<file path="config.mk">
export PLATFORM = sky130hd
export DESIGN_NAME = word_concatenation_window_matcher_top
export DESIGN_NICKNAME = d
export VERILOG_FILES = /design/src/wcwm_pkg.sv /design/src/wcwm_ram.sv /design/src/wcwm_dict.sv /design/src/word_concatenation_window_matcher_top.sv
export SDC_FILE = /design/constraint.sdc
export NUM_CORES = 2
export LEC_CHECK = 0
export BUFFER_PORTS_ARGS = -buffer_cell sky130_fd_sc_hd__buf_2
export CAP_MARGIN = 40
export CORE_AREA = 2 2 540 810
export DETAILED_ROUTE_END_ITERATION = 8
export DIE_AREA = 0 0 542 812
export GPL_ROUTABILITY_DRIVEN = 0
export PLACE_DENSITY = 0.48
export SYNTH_ARGS = -nofsm -noshare
export SYNTH_HDL_FRONTEND = slang
export SYNTH_HIERARCHICAL = 1
export SYNTH_SLANG_ARGS = --single-unit
</file>
<file path="constraint.sdc">
create_clock -name aclk -period 12.4 [get_ports aclk]
set_input_delay 1.24 -clock aclk [delete_from_list [all_inputs] [get_ports aclk]]
set_output_delay 1.24 -clock aclk [all_outputs]
set_load 0.05 [all_outputs]
</file>
<file path="src/wcwm_pkg.sv">
// Shared types, codes and helpers of the word concatenation window matcher.
// No dependencies; every other file of the block but wcwm_ram imports this package.
package wcwm_pkg;

    localparam int KEY_W   = 64;
    localparam int CH_W    = 8;
    localparam int LEN_W   = 4;
    localparam int MATCH_W = 16;
    localparam int PADDR_W = 3;
    localparam int PDATA_W = 32;

    // Register index taken from paddr[2]
    localparam logic REG_WORD_LEN = 1'b0;

    typedef enum logic [1:0] {
        ACT_CLEAR    = 2'd0,
        ACT_LOAD     = 2'd1,
        ACT_NEW_TEXT = 2'd2,
        ACT_CHAR     = 2'd3
    } action_t;

    typedef struct packed {
        logic clear;
        logic load;
    } dict_cmd_t;

    // Length in use: zero acts as one, anything above the maximum as the maximum
    function automatic logic [LEN_W-1:0] eff_len(input logic [LEN_W-1:0] raw,
                                                 input logic [LEN_W-1:0] max_len);
        logic [LEN_W-1:0] r;
        r = raw;
        if (raw == '0) r = LEN_W'(1);
        else if (raw > max_len) r = max_len;
        return r;
    endfunction

    // Keep the low len bytes of a word
    function automatic logic [KEY_W-1:0] key_mask(input logic [KEY_W-1:0] w,
                                                  input logic [LEN_W-1:0] len);
        logic [KEY_W-1:0] m;
        if (len >= LEN_W'(8)) m = '1;
        else m = ~({KEY_W{1'b1}} << {len[2:0], 3'b000});
        return w & m;
    endfunction

    // Take the last len characters of the history word, oldest lowest
    function automatic logic [KEY_W-1:0] key_tail(input logic [KEY_W-1:0] recent,
                                                  input logic [LEN_W-1:0] len);
        logic [2:0] back;
        back = 3'(LEN_W'(8) - len);
        return recent >> {back, 3'b000};
    endfunction

endpackage

</file>
<file path="src/wcwm_ram.sv">
// Simple dual-port synchronous RAM, one write and one registered read port.
// Read-first on a same-address collision. Uses no package items.
module wcwm_ram #(
    parameter int DEPTH = 128,
    parameter int WIDTH = 8
) (
    input  logic                                    aclk,
    input  logic                                    we,
    input  logic [(DEPTH > 1 ? $clog2(DEPTH) : 1)-1:0] waddr,
    input  logic [WIDTH-1:0]                        wdata,
    input  logic [(DEPTH > 1 ? $clog2(DEPTH) : 1)-1:0] raddr,
    output logic [WIDTH-1:0]                        rdata
);
    logic [WIDTH-1:0] mem [DEPTH];

    // Write port
    always_ff @(posedge aclk) begin
        if (we) begin
            mem[waddr] <= wdata;
        end
    end

    // Registered read port
    always_ff @(posedge aclk) begin
        rdata <= mem[raddr];
    end
endmodule

</file>
<file path="src/wcwm_dict.sv">
// Word table: distinct keys with their need counts, lookup and load logic.
// Depends on wcwm_pkg.
module wcwm_dict #(
    parameter int WORD_SLOTS = 16
) (
    input  logic                                          aclk,
    input  logic                                          aresetn,
    input  wcwm_pkg::dict_cmd_t                           cmd,
    input  logic [wcwm_pkg::KEY_W-1:0]                    key,
    output logic                                          hit,
    output logic [(WORD_SLOTS > 1 ? $clog2(WORD_SLOTS) : 1)-1:0] id,
    input  logic [(WORD_SLOTS > 1 ? $clog2(WORD_SLOTS) : 1)-1:0] need_idx,
    output logic [$clog2(WORD_SLOTS+1)-1:0]               need_q,
    output logic [$clog2(WORD_SLOTS+1)-1:0]               total_q,
    output logic [$clog2(WORD_SLOTS+1)-1:0]               total_next
);
    import wcwm_pkg::*;

    localparam int ID_W   = (WORD_SLOTS > 1) ? $clog2(WORD_SLOTS) : 1;
    localparam int NEED_W = $clog2(WORD_SLOTS + 1);

    logic [KEY_W-1:0]  keys_reg [WORD_SLOTS];
    logic [NEED_W-1:0] need_reg [WORD_SLOTS];
    logic [NEED_W-1:0] distinct_reg;
    logic [NEED_W-1:0] total_reg;
    logic              room;

    // Match the key against every filled slot
    always_comb begin
        hit = 1'b0;
        id  = '0;
        for (int s = 0; s < WORD_SLOTS; s++) begin
            if (!hit && (NEED_W'(s) < distinct_reg) && (keys_reg[s] == key)) begin
                hit = 1'b1;
                id  = ID_W'(s);
            end
        end
    end

    assign room    = (total_reg < NEED_W'(WORD_SLOTS));
    assign need_q  = need_reg[need_idx];
    assign total_q = total_reg;

    // Total after this cycle's command
    always_comb begin
        total_next = total_reg;
        if (cmd.clear) begin
            total_next = '0;
        end else if (cmd.load && room && (hit || distinct_reg < NEED_W'(WORD_SLOTS))) begin
            total_next = total_reg + NEED_W'(1);
        end
    end

    // Counts and fill level
    always_ff @(posedge aclk) begin
        if (!aresetn || cmd.clear) begin
            distinct_reg <= '0;
            total_reg    <= '0;
            for (int s = 0; s < WORD_SLOTS; s++) begin
                need_reg[s] <= '0;
            end
        end else if (cmd.load && room) begin
            if (hit) begin
                need_reg[id] <= need_reg[id] + NEED_W'(1);
                total_reg    <= total_next;
            end else if (distinct_reg < NEED_W'(WORD_SLOTS)) begin
                need_reg[ID_W'(distinct_reg)] <= NEED_W'(1);
                distinct_reg <= distinct_reg + NEED_W'(1);
                total_reg    <= total_next;
            end
        end
    end

    // Key store, no reset
    always_ff @(posedge aclk) begin
        if (aresetn && !cmd.clear && cmd.load && room && !hit
            && distinct_reg < NEED_W'(WORD_SLOTS)) begin
            keys_reg[ID_W'(distinct_reg)] <= key;
        end
    end
endmodule

</file>
<file path="src/word_concatenation_window_matcher_top.sv">
// Top level of the word concatenation window matcher: request intake, the
// three-stage count pipeline over two RAMs, and the result queue.
// Depends on wcwm_pkg, wcwm_dict and wcwm_ram.
//
//  port group   direction  contents
//  s_*          in         request: action, word_bits, ch (valid/ready)
//  m_*          out        result: match_start (valid/ready)
//  p*           in/out     APB register port, word_len at byte address 0
//
// A text character is looked up in stage A, its word is added to the phase
// count in stage B and the word leaving the window is removed in stage C; the
// next character can enter stage A as the previous one is in stage C, as the
// count RAM has a single read port. A result is queued from stage C. Clear,
// load and new-text requests take one cycle and wait until the pipeline is
// empty. Reset is synchronous. A stalled result queue holds back new
// characters only.
module word_concatenation_window_matcher_top #(
    parameter int WORD_SLOTS    = 16,
    parameter int WORD_BYTES    = 8,
    parameter int TEXT_POS_BITS = 16
) (
    input  logic                            aclk,
    input  logic                            aresetn,
    input  logic                            s_valid,
    output logic                            s_ready,
    input  logic [1:0]                      s_action,
    input  logic [wcwm_pkg::KEY_W-1:0]      s_word_bits,
    input  logic [wcwm_pkg::CH_W-1:0]       s_ch,
    output logic                            m_valid,
    input  logic                            m_ready,
    output logic [wcwm_pkg::MATCH_W-1:0]    m_match_start,
    input  logic                            psel,
    input  logic                            penable,
    input  logic                            pwrite,
    input  logic [wcwm_pkg::PADDR_W-1:0]    paddr,
    input  logic [wcwm_pkg::PDATA_W-1:0]    pwdata,
    output logic [wcwm_pkg::PDATA_W-1:0]    prdata,
    output logic                            pready
);
    import wcwm_pkg::*;

    localparam int ID_W      = (WORD_SLOTS > 1) ? $clog2(WORD_SLOTS) : 1;
    localparam int NEED_W    = $clog2(WORD_SLOTS + 1);
    localparam int CNT_W     = $clog2(WORD_SLOTS + 2);
    localparam int PH_W      = (WORD_BYTES > 1) ? $clog2(WORD_BYTES) : 1;
    localparam int HIST_D    = WORD_SLOTS * WORD_BYTES;
    localparam int HIST_AW   = (HIST_D > 1) ? $clog2(HIST_D) : 1;
    localparam int CNT_AW    = PH_W + ID_W;
    localparam int CNT_D     = 1 << CNT_AW;
    localparam int POS_W     = TEXT_POS_BITS + 1;
    localparam int SPAN_W    = NEED_W + LEN_W;
    localparam int CW        = ((POS_W > SPAN_W) ? POS_W : SPAN_W) + 1;
    localparam int FIFO_D    = 4;
    localparam int FP_W      = 2;
    localparam int FC_W      = 3;

    // Configuration register
    logic [LEN_W-1:0] word_len_reg;
    logic             cfg_wr;
    logic [LEN_W-1:0] len_eff;
    logic [LEN_W-1:0] len_new;

    assign pready = 1'b1;
    assign cfg_wr = psel && penable && pwrite && (paddr[2] == REG_WORD_LEN);
    assign prdata = (paddr[2] == REG_WORD_LEN) ? PDATA_W'(word_len_reg) : '0;
    assign len_eff = eff_len(word_len_reg, LEN_W'(WORD_BYTES));
    assign len_new = cfg_wr ? eff_len(pwdata[LEN_W-1:0], LEN_W'(WORD_BYTES)) : len_eff;

    always_ff @(posedge aclk) begin
        if (!aresetn) begin
            word_len_reg <= LEN_W'(1);
        end else if (cfg_wr) begin
            word_len_reg <= pwdata[LEN_W-1:0];
        end
    end

    // Pipeline stage registers
    logic                a_vld_reg, b_vld_reg, c_vld_reg;
    logic                a_act_reg, b_act_reg, c_act_reg;
    logic                a_rem_reg, b_rem_reg, c_rem_reg;
    logic [PH_W-1:0]     a_ph_reg, b_ph_reg, c_ph_reg;
    logic [POS_W-1:0]    a_q1_reg, b_q1_reg, c_q1_reg;
    logic [HIST_AW-1:0]  a_wptr_reg;
    logic                b_hit_reg;
    logic [ID_W-1:0]     b_id_reg, c_oid_reg;
    logic [NEED_W-1:0]   c_miss_reg;

    // Text state
    logic [POS_W-1:0]    pos_reg;
    logic [KEY_W-1:0]    recent_reg, key_reg;
    logic [PH_W-1:0]     ph_reg;
    logic [HIST_AW-1:0]  wptr_reg;
    logic [NEED_W-1:0]   miss_reg [WORD_BYTES];
    logic [CNT_D-1:0]    cnt_vld_reg;

    // Result queue
    logic [MATCH_W-1:0]  fifo_reg [FIFO_D];
    logic [FP_W-1:0]     fifo_wp_reg, fifo_rp_reg;
    logic [FC_W-1:0]     fifo_cnt_reg;

    // Request decode
    logic s_acc, is_char, start_text, char_live, credit_ok;
    logic [FC_W-1:0] inflight;
    dict_cmd_t dcmd;

    assign is_char   = (action_t'(s_action) == ACT_CHAR);
    assign inflight  = FC_W'(a_vld_reg) + FC_W'(b_vld_reg) + FC_W'(c_vld_reg);
    assign credit_ok = (fifo_cnt_reg + inflight) < FC_W'(FIFO_D);
    assign s_ready   = !a_vld_reg && (is_char ? credit_ok : (!b_vld_reg && !c_vld_reg));
    assign s_acc     = s_valid && s_ready;
    assign dcmd.clear = s_acc && (action_t'(s_action) == ACT_CLEAR);
    assign dcmd.load  = s_acc && (action_t'(s_action) == ACT_LOAD);
    assign start_text = s_acc && !is_char || cfg_wr;
    assign char_live  = s_acc && is_char && !pos_reg[POS_W-1];

    // Word table
    logic [KEY_W-1:0]  lkey;
    logic              lhit;
    logic [ID_W-1:0]   lid, need_idx;
    logic [NEED_W-1:0] need_q, total_q, total_next;

    assign lkey     = a_vld_reg ? key_reg : key_mask(s_word_bits, len_eff);
    assign need_idx = c_vld_reg ? c_oid_reg : b_id_reg;

    wcwm_dict #(.WORD_SLOTS(WORD_SLOTS)) u_dict (
        .aclk       (aclk),
        .aresetn    (aresetn),
        .cmd        (dcmd),
        .key        (lkey),
        .hit        (lhit),
        .id         (lid),
        .need_idx   (need_idx),
        .need_q     (need_q),
        .total_q    (total_q),
        .total_next (total_next)
    );

    // Window span and the history slot it points back to
    logic [SPAN_W-1:0]  span;
    logic [HIST_AW-1:0] back;
    logic [HIST_AW:0]   rptr_w;
    logic [HIST_AW-1:0] rptr;
    logic [CW-1:0]      q1_w, lim_w;
    logic [KEY_W-1:0]   recent_next;

    assign span  = SPAN_W'(total_q) * SPAN_W'(len_eff);
    assign back  = (span >= SPAN_W'(HIST_D)) ? '0 : HIST_AW'(span);
    assign rptr_w = ((HIST_AW+1)'(a_wptr_reg) >= (HIST_AW+1)'(back))
                  ? (HIST_AW+1)'(a_wptr_reg) - (HIST_AW+1)'(back)
                  : (HIST_AW+1)'(a_wptr_reg) + (HIST_AW+1)'(HIST_D) - (HIST_AW+1)'(back);
    assign rptr  = HIST_AW'(rptr_w);
    assign q1_w  = CW'(pos_reg) + CW'(1);
    assign lim_w = CW'(span) + CW'(len_eff);
    assign recent_next = {s_ch, recent_reg[KEY_W-1:CH_W]};

    // History RAM: {known, id} per position
    logic [ID_W:0] hist_q;
    logic          a_hit;

    assign a_hit = a_act_reg && lhit;

    wcwm_ram #(.DEPTH(HIST_D), .WIDTH(ID_W + 1)) u_hist (
        .aclk  (aclk),
        .we    (a_vld_reg),
        .waddr (a_wptr_reg),
        .wdata ({a_hit, lid}),
        .raddr (rptr),
        .rdata (hist_q)
    );

    // Count RAM holds the word counts of each phase window; invalid entries read zero
    logic [CNT_AW-1:0] cnt_raddr, cnt_waddr;
    logic [CNT_W-1:0]  cnt_wdata, cnt_ram_q, cnt_q;
    logic              cnt_we;
    logic              fwd_hit_reg, rd_vld_reg;
    logic [CNT_W-1:0]  fwd_data_reg;
    logic              out_known, rem_do;
    logic [CNT_W-1:0]  used1, used2;
    logic [NEED_W-1:0] miss0, miss1, miss2;

    assign out_known = hist_q[ID_W];
    assign rem_do    = b_vld_reg && b_rem_reg && out_known;
    assign cnt_raddr = a_vld_reg ? {a_ph_reg, lid} : {b_ph_reg, hist_q[ID_W-1:0]};
    assign cnt_q     = fwd_hit_reg ? fwd_data_reg : (rd_vld_reg ? cnt_ram_q : '0);

    // Stage B adds the incoming word, stage C removes the outgoing one
    assign miss0 = miss_reg[b_ph_reg];
    assign used1 = cnt_q + CNT_W'(1);
    assign miss1 = (b_hit_reg && cnt_q < CNT_W'(need_q)) ? miss0 - NEED_W'(1) : miss0;
    assign used2 = cnt_q - CNT_W'(1);
    assign miss2 = (c_rem_reg && used2 < CNT_W'(need_q)) ? c_miss_reg + NEED_W'(1)
                                                          : c_miss_reg;

    always_comb begin
        cnt_we    = 1'b0;
        cnt_waddr = {b_ph_reg, b_id_reg};
        cnt_wdata = used1;
        if (b_vld_reg && b_hit_reg) begin
            cnt_we = 1'b1;
        end else if (c_vld_reg && c_rem_reg) begin
            cnt_we    = 1'b1;
            cnt_waddr = {c_ph_reg, c_oid_reg};
            cnt_wdata = used2;
        end
    end

    wcwm_ram #(.DEPTH(CNT_D), .WIDTH(CNT_W)) u_cnt (
        .aclk  (aclk),
        .we    (cnt_we),
        .waddr (cnt_waddr),
        .wdata (cnt_wdata),
        .raddr (cnt_raddr),
        .rdata (cnt_ram_q)
    );

    // Forward a write that lands on the entry being read
    always_ff @(posedge aclk) begin
        fwd_hit_reg  <= cnt_we && (cnt_waddr == cnt_raddr);
        fwd_data_reg <= cnt_wdata;
        rd_vld_reg   <= cnt_vld_reg[cnt_raddr];
    end

    // Entry valid bits: drop all at a new text
    always_ff @(posedge aclk) begin
        if (!aresetn || start_text) begin
            cnt_vld_reg <= '0;
        end else if (cnt_we) begin
            cnt_vld_reg[cnt_waddr] <= 1'b1;
        end
    end

    // Text position, recent characters, phase and history pointer
    always_ff @(posedge aclk) begin
        if (!aresetn || start_text) begin
            pos_reg    <= '0;
            recent_reg <= '0;
            ph_reg     <= (len_new == LEN_W'(1)) ? '0 : PH_W'(1);
            wptr_reg   <= '0;
        end else if (char_live) begin
            pos_reg    <= pos_reg + POS_W'(1);
            recent_reg <= recent_next;
            ph_reg <= (LEN_W'(ph_reg) + LEN_W'(1) == len_eff) ? '0 : ph_reg + PH_W'(1);
            wptr_reg <= (wptr_reg == HIST_AW'(HIST_D - 1)) ? '0 : wptr_reg + HIST_AW'(1);
        end
    end

    // Phase missing counts
    always_ff @(posedge aclk) begin
        if (!aresetn) begin
            for (int p = 0; p < WORD_BYTES; p++) miss_reg[p] <= '0;
        end else if (start_text) begin
            for (int p = 0; p < WORD_BYTES; p++) miss_reg[p] <= total_next;
        end else if (c_vld_reg && c_act_reg) begin
            miss_reg[c_ph_reg] <= miss2;
        end
    end

    // Stage valids
    always_ff @(posedge aclk) begin
        if (!aresetn) begin
            a_vld_reg <= 1'b0;
            b_vld_reg <= 1'b0;
            c_vld_reg <= 1'b0;
        end else begin
            a_vld_reg <= char_live;
            b_vld_reg <= a_vld_reg;
            c_vld_reg <= b_vld_reg;
        end
    end

    // Stage payloads
    always_ff @(posedge aclk) begin
        if (char_live) begin
            key_reg    <= key_tail(recent_next, len_eff);
            a_act_reg  <= q1_w >= CW'(len_eff);
            a_rem_reg  <= (q1_w >= lim_w) && (total_q != '0);
            a_ph_reg   <= ph_reg;
            a_q1_reg   <= POS_W'(q1_w);
            a_wptr_reg <= wptr_reg;
        end
        b_act_reg  <= a_act_reg;
        b_hit_reg  <= a_hit;
        b_id_reg   <= lid;
        b_rem_reg  <= a_rem_reg;
        b_ph_reg   <= a_ph_reg;
        b_q1_reg   <= a_q1_reg;
        c_act_reg  <= b_act_reg;
        c_rem_reg  <= rem_do;
        c_oid_reg  <= hist_q[ID_W-1:0];
        c_ph_reg   <= b_ph_reg;
        c_q1_reg   <= b_q1_reg;
        c_miss_reg <= miss1;
    end

    // Result queue
    logic push, pop;
    logic [CW-1:0] start_w;

    assign start_w = CW'(c_q1_reg) - CW'(span);
    assign push    = c_vld_reg && c_act_reg && (total_q != '0) && (miss2 == '0);
    assign pop     = m_valid && m_ready;
    assign m_valid = (fifo_cnt_reg != '0);
    assign m_match_start = fifo_reg[fifo_rp_reg];

    always_ff @(posedge aclk) begin
        if (!aresetn) begin
            fifo_wp_reg  <= '0;
            fifo_rp_reg  <= '0;
            fifo_cnt_reg <= '0;
        end else begin
            if (push) fifo_wp_reg <= fifo_wp_reg + FP_W'(1);
            if (pop)  fifo_rp_reg <= fifo_rp_reg + FP_W'(1);
            fifo_cnt_reg <= fifo_cnt_reg + FC_W'(push) - FC_W'(pop);
        end
    end

    always_ff @(posedge aclk) begin
        if (push) begin
            fifo_reg[fifo_wp_reg] <= MATCH_W'(start_w);
        end
    end
endmodule

</file>
# After elaboration in Yosys (flattened, before gate mapping)
# Memories as Yosys holds them, arrays and structs flattened. A register that Yosys moved wholly into a read port is not among the register bits.
# Index checks and enable logic that the tools add are counted.
# word_totals
reg_bits	398
ramBits	2488
input_bits	116
out_inout_bits	51
elab_cells	351
n_memories	6
# classes
addsub	25
mul	1
magnitude_cmp	31
n_eq_ne	22
shifts	2
muxes	113
n_bitwise	13
n_reduce_logical	103
# memory_table
name	depth	word_bits	rd	rd_ports_with_merged_regs	wr	line	source
u_dict.keys_reg	16	64	16	0	1	wcwm_dict.sv:22	logic [KEY_W-1:0] keys_reg [WORD_SLOTS];
u_cnt.mem	128	5	1	1	1	wcwm_ram.sv:14	logic [WIDTH-1:0] mem [DEPTH];
u_hist.mem	128	5	1	1	1	wcwm_ram.sv:14	
u_dict.need_reg	16	5	2	0	16	wcwm_dict.sv:23	logic [NEED_W-1:0] need_reg [WORD_SLOTS];
fifo_reg	4	16	1	1	1	word_concatenation_window_matcher_top.sv:97	logic [MATCH_W-1:0] fifo_reg [FIFO_D];
miss_reg	8	5	1	1	8	word_concatenation_window_matcher_top.sv:93	logic [NEED_W-1:0] miss_reg [WORD_BYTES];
# op_table
operator	n
equality test 64 bit	16
two-way mux 64 bit	2
OR 128 bit	1
two-way mux 5 bit	21
two-way mux 4 bit	17
bitwise AND 64 bit	1
NOT 64 bit	1
left shift 64 x 6 -> 64 bit (first input constant)	1
right shift 64 x 6 -> 64 bit	1
logical AND 1 bit	63
two-way mux 1 bit	53
two-way mux 7 bit	6
less-than comparator 4 x 5 -> 1 bit (first input constant)	8
adder 5 x 1 -> 5 bit (second input constant)	5
two-way mux 3 bit	8
zero test 1 bit	23
less-than comparator 3 x 5 -> 1 bit (first input constant)	4
adder 17 x 1 -> 18 bit (second input constant)	1
>= comparator 18 x 10 -> 1 bit	1
>= comparator 18 x 4 -> 1 bit	1
adder 17 x 1 -> 17 bit (second input constant)	1
less-than comparator 7 x 8 -> 1 bit (second input constant)	2
subtractor 16 x 9 -> 16 bit	1
OR reduction 5 bit	3
44 further kinds	69

# Longest topological paths before layout
# depth
depth_word	78
depth_mapped	38
depth_no_buf	27

# Modules after synthesis
# Netlist, hierarchy kept.
# modules_own_cells
module	n_inst	cells_each	area_each_um2	seq_area_each_um2
wcwm_dict	1	3676	51715.8	33352.0
wcwm_ram	2	1090	25060.3	19318.5
word_concatenation_window_matcher_top	1	2343	23145.9	11721.2

# Worst setup path before layout
# OpenSTA, ideal clock, no wires.
# synth_path
kind	register -> register
start	reg word_len_reg[3]
end	mem u_dict.keys_reg[0][0] (enable)
setup_ps	565
t_arrival_ps	10665
setup_slack_ps	1170
stages_incl_launch_ff	31
period_less_slack_ps	11230
cell_sequence	dfxtp_1 > inv_1 > o21a_1 > buf_2 > inv_1 > clkbuf_1 > buf_2 > clkbuf_1 > ha_1 > inv_1 > ha_1 > or2_2 > buf_1 > nand2_1 > o21ai_0 > buf_2 > buf_1 > xor2_1 > nor4_1 > nand4_1 > nor3_1 > nand4_1 > nor4b_1 > nand3_1 > nor4_1 > nor3b_2 > and2_1 > buf_2 > clkbuf_1 > nand2_1 > nor3_1
# synth_via
elab_chain_cells	76
word_cells_on_any_way	93
cone_classes	order compare: 2; eq/ne: 16; shift: 1; mux: 22; bitwise: 2; reduce/logical: 50
# synth_rtl
item	line	source
start, declared	word_concatenation_window_matcher_top.sv:58	logic [LEN_W-1:0] word_len_reg;
start signal, assigned	word_concatenation_window_matcher_top.sv:73	word_len_reg <= pwdata[LEN_W-1:0];
> comparator 4 bit	wcwm_pkg.sv:33	else if (raw > max_len) r = max_len;
two-way mux 4 bit	wcwm_pkg.sv:33	
two-way mux 4 bit (*)	wcwm_pkg.sv:32	if (raw == '0) r = LEN_W'(1);
left shift 64 x 6 -> 64 bit	wcwm_pkg.sv:42	else m = ~({KEY_W{1'b1}} << {len[2:0], 3'b000});
NOT 64 bit	wcwm_pkg.sv:42	
two-way mux 64 bit (*)	wcwm_pkg.sv:41	if (len >= LEN_W'(8)) m = '1;
bitwise AND 64 bit (*)	wcwm_pkg.sv:43	return w & m;
two-way mux 64 bit (*)	word_concatenation_window_matcher_top.sv:122	assign lkey = a_vld_reg ? key_reg : key_mask(s_word_bits, len_eff);
net lkey[38]	word_concatenation_window_matcher_top.sv:117	logic [KEY_W-1:0] lkey;
(+59 left out)	n/a	
zero test 1 bit	wcwm_dict.sv:33	if (!hit && (NEED_W'(s) < distinct_reg) && (keys_reg[s] == key)) begin
logical AND 1 bit (2 in series)	wcwm_dict.sv:33	
two-way mux 1 bit (*)	wcwm_dict.sv:33	
zero test 1 bit (*)	wcwm_dict.sv:76	if (aresetn && !cmd.clear && cmd.load && room && !hit
logical AND 1 bit (*)	wcwm_dict.sv:76	
logical AND 1 bit (*)	wcwm_dict.sv:77	&& distinct_reg < NEED_W'(WORD_SLOTS)) begin
two-way mux 1 bit (*)	wcwm_dict.sv:76	
two-way mux 1 bit (implied by the code) (*)	wcwm_dict.sv:78	keys_reg[ID_W'(distinct_reg)] <= key;
end, declared	wcwm_dict.sv:22	
# Mark *: on every way through the listed nets, which the timed path passes. The rest lies on a longest branch.

# Worst setup path after layout
# layout_path
start	reg word_len_reg[1]
end	reg u_cnt.rdata[3], read port of u_cnt.mem
# layout_via
elab_chain_cells	72
word_cells_on_any_way	103
cone_classes	order compare: 2; eq/ne: 16; shift: 1; mux: 35; bitwise: 2; reduce/logical: 47
# layout_rtl
item	line	source
> comparator 4 bit	wcwm_pkg.sv:33	
two-way mux 4 bit	wcwm_pkg.sv:33	
two-way mux 4 bit (*)	wcwm_pkg.sv:32	
left shift 64 x 6 -> 64 bit	wcwm_pkg.sv:42	
NOT 64 bit	wcwm_pkg.sv:42	
two-way mux 64 bit (*)	wcwm_pkg.sv:41	
bitwise AND 64 bit (*)	wcwm_pkg.sv:43	
two-way mux 64 bit (*)	word_concatenation_window_matcher_top.sv:122	
net lkey[2]	word_concatenation_window_matcher_top.sv:117	
(+55 left out)	n/a	
zero test 1 bit	wcwm_dict.sv:33	
logical AND 1 bit (2 in series)	wcwm_dict.sv:33	
two-way mux 1 bit	wcwm_dict.sv:33	
zero test 1 bit	wcwm_dict.sv:33	
logical AND 1 bit (2 in series)	wcwm_dict.sv:33	
two-way mux 4 bit (*)	wcwm_dict.sv:33	
net lid[1]	word_concatenation_window_matcher_top.sv:119	logic [ID_W-1:0] lid, need_idx;
two-way mux 7 bit (*)	word_concatenation_window_matcher_top.sv:183	assign cnt_raddr = a_vld_reg ? {a_ph_reg, lid} : {b_ph_reg, hist_q[ID_W-1:0]};
end, declared	wcwm_ram.sv:12	output logic [WIDTH-1:0] rdata
# Marked as above.
# A chain may end at the register's enable or synchronous reset.

==> metrics <==
cts repair resizes=0; Setup Crit Path Kind=reg -> reg; Vias/cell=5.00; Iter 0 DRT Violations=6094; share of post-route cells with drive strength above 1=16.9%; Rows=approximately 300; Area Overhead vs Synth=15.1%; Comb pwr share=about 7.1%; hold buffers post-CTS=0; CTS clk-pin slew, worst paths=0.06 ns; synth warn=6; syn_area_per_cell=15.2 um2; Yosys cell types=107; max_cap viols=0; WL per Instance=approximately 27 um; status=completed; Clk Latency, worst-skew pair=0.91 ns; Clock Power Share=42.7%; Leak Pwr=44.3 nW; initial antenna violation count=15; Final Hold Viols=0; top cell type by total area after synthesis=edfxtp_1; CTS root buf=clkbuf_16; Setup crit end kind=flip-flop; fillers=41700; Switch Pwr=5.01 mW; die width=542 um; fin nets=8679; GRT Total Usage=17.1%; path type of the worst min-delay path=reg -> reg; clock sinks=2890; Synth Cell Area=125000 um2; first-pass GRT wire length=between 500000 and 600000 um; CTS tree=done; First-pass DRT Iterations=6; # IOs=167; worst path required time=13.16 ns; setup_tns=0 ns; Congestion Overflow GR=0; Synth top area share=62.1%; Max IR drop VDD=0.115 mV; final instance area=~140000 um2; count of input and output buffers=around 110; min Tclk post-route=9.74 ns; Flop pwr share=50.2%; final antenna-violating net count=0; sequential share of the synthesized area=around 67%; max_slew headroom=32.2%; fmax=0.103 GHz; RSZ-0062 raised after global routing=no; total CTS buffers=302; overall routed net length=383000 um; DRC Markers=0; PwrDens=about 150 nW/um2; EDFF count, synth=2583; P_int=between 15 and 20 mW; Final Slew Violations=0; pin count of the biggest net entering global routing=93; CP startpoint kind=flip-flop; placed standard-cell area=134000 um2; top post-synthesis cells by area=edfxtp_1 (62%), mux4_2 (8.6%), dfxtp_1 (4.9%); initial core utilization=just under 30%; max FFs per register=1024; vias in the first global route=74400; most used flip-flop cell after synthesis=edfxtp_1; Die Span Y=812 um; FFs w/ async S/R, synth=0%; CTS Buffer Depth=4; sw frac=23.3%; Die Area=440000 um2; DR vias=71900; slew of the pin with the lowest slew margin=1.01 ns; final worst-path cycle share=about four fifths; DP HPWL=256000 um; clock skew=0.0985 ns; CP max FO=56; post-synthesis cell count=8199; Post-CTS Setup Bufs=0; Core ar.=433000 um2; register bit total from synthesis=2890; CTS H-Tree Depth=5; Final setup viols=0; Crit path arrival time=10.50 ns
## per-layer routing
layer / track usage (%) / share of wire (%) / vias up
met3: 2.05 / 4.1 / 679
met2: 32.3 / 54 / 2002
met4: 7.50 / 4.9 / 4
met1: 18.9 / 37 / 37400
li1: - / - / 31800
met5: 0 / 0.0084 / -
## worst paths after layout
| path | cells past startpoint | slack [ns] | to | from |
|---|---|---|---|---|
| worst min register to register | 0 | 0.31 | c_q1_reg[10] | b_q1_reg[10] |
| worst min-delay path | 0 | 0.31 | c_q1_reg[10] | b_q1_reg[10] |
| worst max register to register | 24 | 2.66 | u_cnt/rdata[3] | word_len_reg[1] |
| worst max-delay path | 24 | 2.66 | u_cnt/rdata[3] | word_len_reg[1] |
## layout by cell type, fill, tap and decap left out, types with 40 or more instances in the layout
cell type,n
nor3_1,99
mux2i_1,130
clkbuf_16,308
inv_1,108
buf_4,207
nand4_1,302
a21oi_1,242
xor2_1,417
nor2_1,616
ha_1,75
mux4_2,478
a22o_2,40
clkbuf_1,63
xnor2_1,639
nand2_1,559
dfxtp_1,306
nor2b_1,110
nand3_1,104
clkinv_1,49
buf_2,116
edfxtp_1,2583
o21ai_0,106
nor4_1,227
nand2b_1,54
## synth_stat cells, types with 112 or more instances
master and number:
nand2_1 559, o21ai_0 130, dfxtp_1 307, a21oi_1 243, nor4_1 230, nor2_1 629, mux4_2 478, inv_1 112
clkbuf_1 196, xnor2_1 646, nand4_1 302, edfxtp_1 2583, xor2_1 418, buf_2 131, mux2i_1 131
## power groups by stage
stage          clock network [mW]  registers, mW  logic, mW
2_1_floorplan                   0           11.0      0.929
3_3_place_gp                    0           11.0       1.47
3_5_place_dp                    0           11.0       1.54
4_1_cts                      9.41           10.8       1.54
5_1_grt                      9.76           10.8       1.61
6_report                     9.18           10.8       1.52
## cells by family (layout without fill, tap and decap cells)
logic type	Yosys count	count (layout)	synth area share, %
AOI/OAI and AO/OA	613	613	3.08
xor gates and xnor gates	1069	1069	7.52
adders and majority gates	88	88	0.947
buffers and inverters	551	1032	1.98
DFF	2890	2890	67.0
muxes	641	641	10.0
other	2	33	0.00601
and+or+nand+nor	2345	2345	9.46
## worst max-delay path, stage by stage (launching register included)
cell       delay [ns]
dfxtp_1          0.63
nor2b_1          0.72
inv_1            0.18
ha_1             0.27
ha_1             0.20
nand2_1          0.39
nand2_1          0.17
o21ai_4          0.76
buf_4            0.59
xor2_1           0.28
nor4_1           0.08
o31ai_1          0.11
nand4bb_1        0.28
a2bb2oi_1        0.25
nor3b_1          0.52
nand2_1          0.33
o41a_1           0.44
buf_4            0.21
inv_4            0.50
mux2i_2          0.17
clkinv_2         0.29
buf_4            0.55
mux4_2           0.71
mux4_2           0.53
mux2_2           0.28
## metrics by stage
stage	power, mW	std cells	setup slack (ns)	hold WS (ns)	util, %
2_1_floorplan	11.9	8226	1.17	0.310	-
3_3_place_gp	12.5	13800	2.57	0.312	30.7
3_5_place_dp	12.5	13800	2.56	0.312	31.0
4_1_cts	21.7	14400	2.50	0.312	33.2
5_1_grt	22.2	14400	2.24	0.315	33.3
6_report	21.5	14400	2.66	0.312	33.3
## layout make-up
class	instances	area (um2)	area share [%]
antenna	4	10.0	0.00696
clock buffer	386	8120	5.65
clock inverter	150	1660	1.16
inverter	117	470	0.327
multi-input combinational	4785	39500	27.4
sequential	2890	83700	58.2
tap	5662	7080	4.93
timing repair buffer	379	3300	2.29
Note: power is estimated with default switching activity, not from simulation.
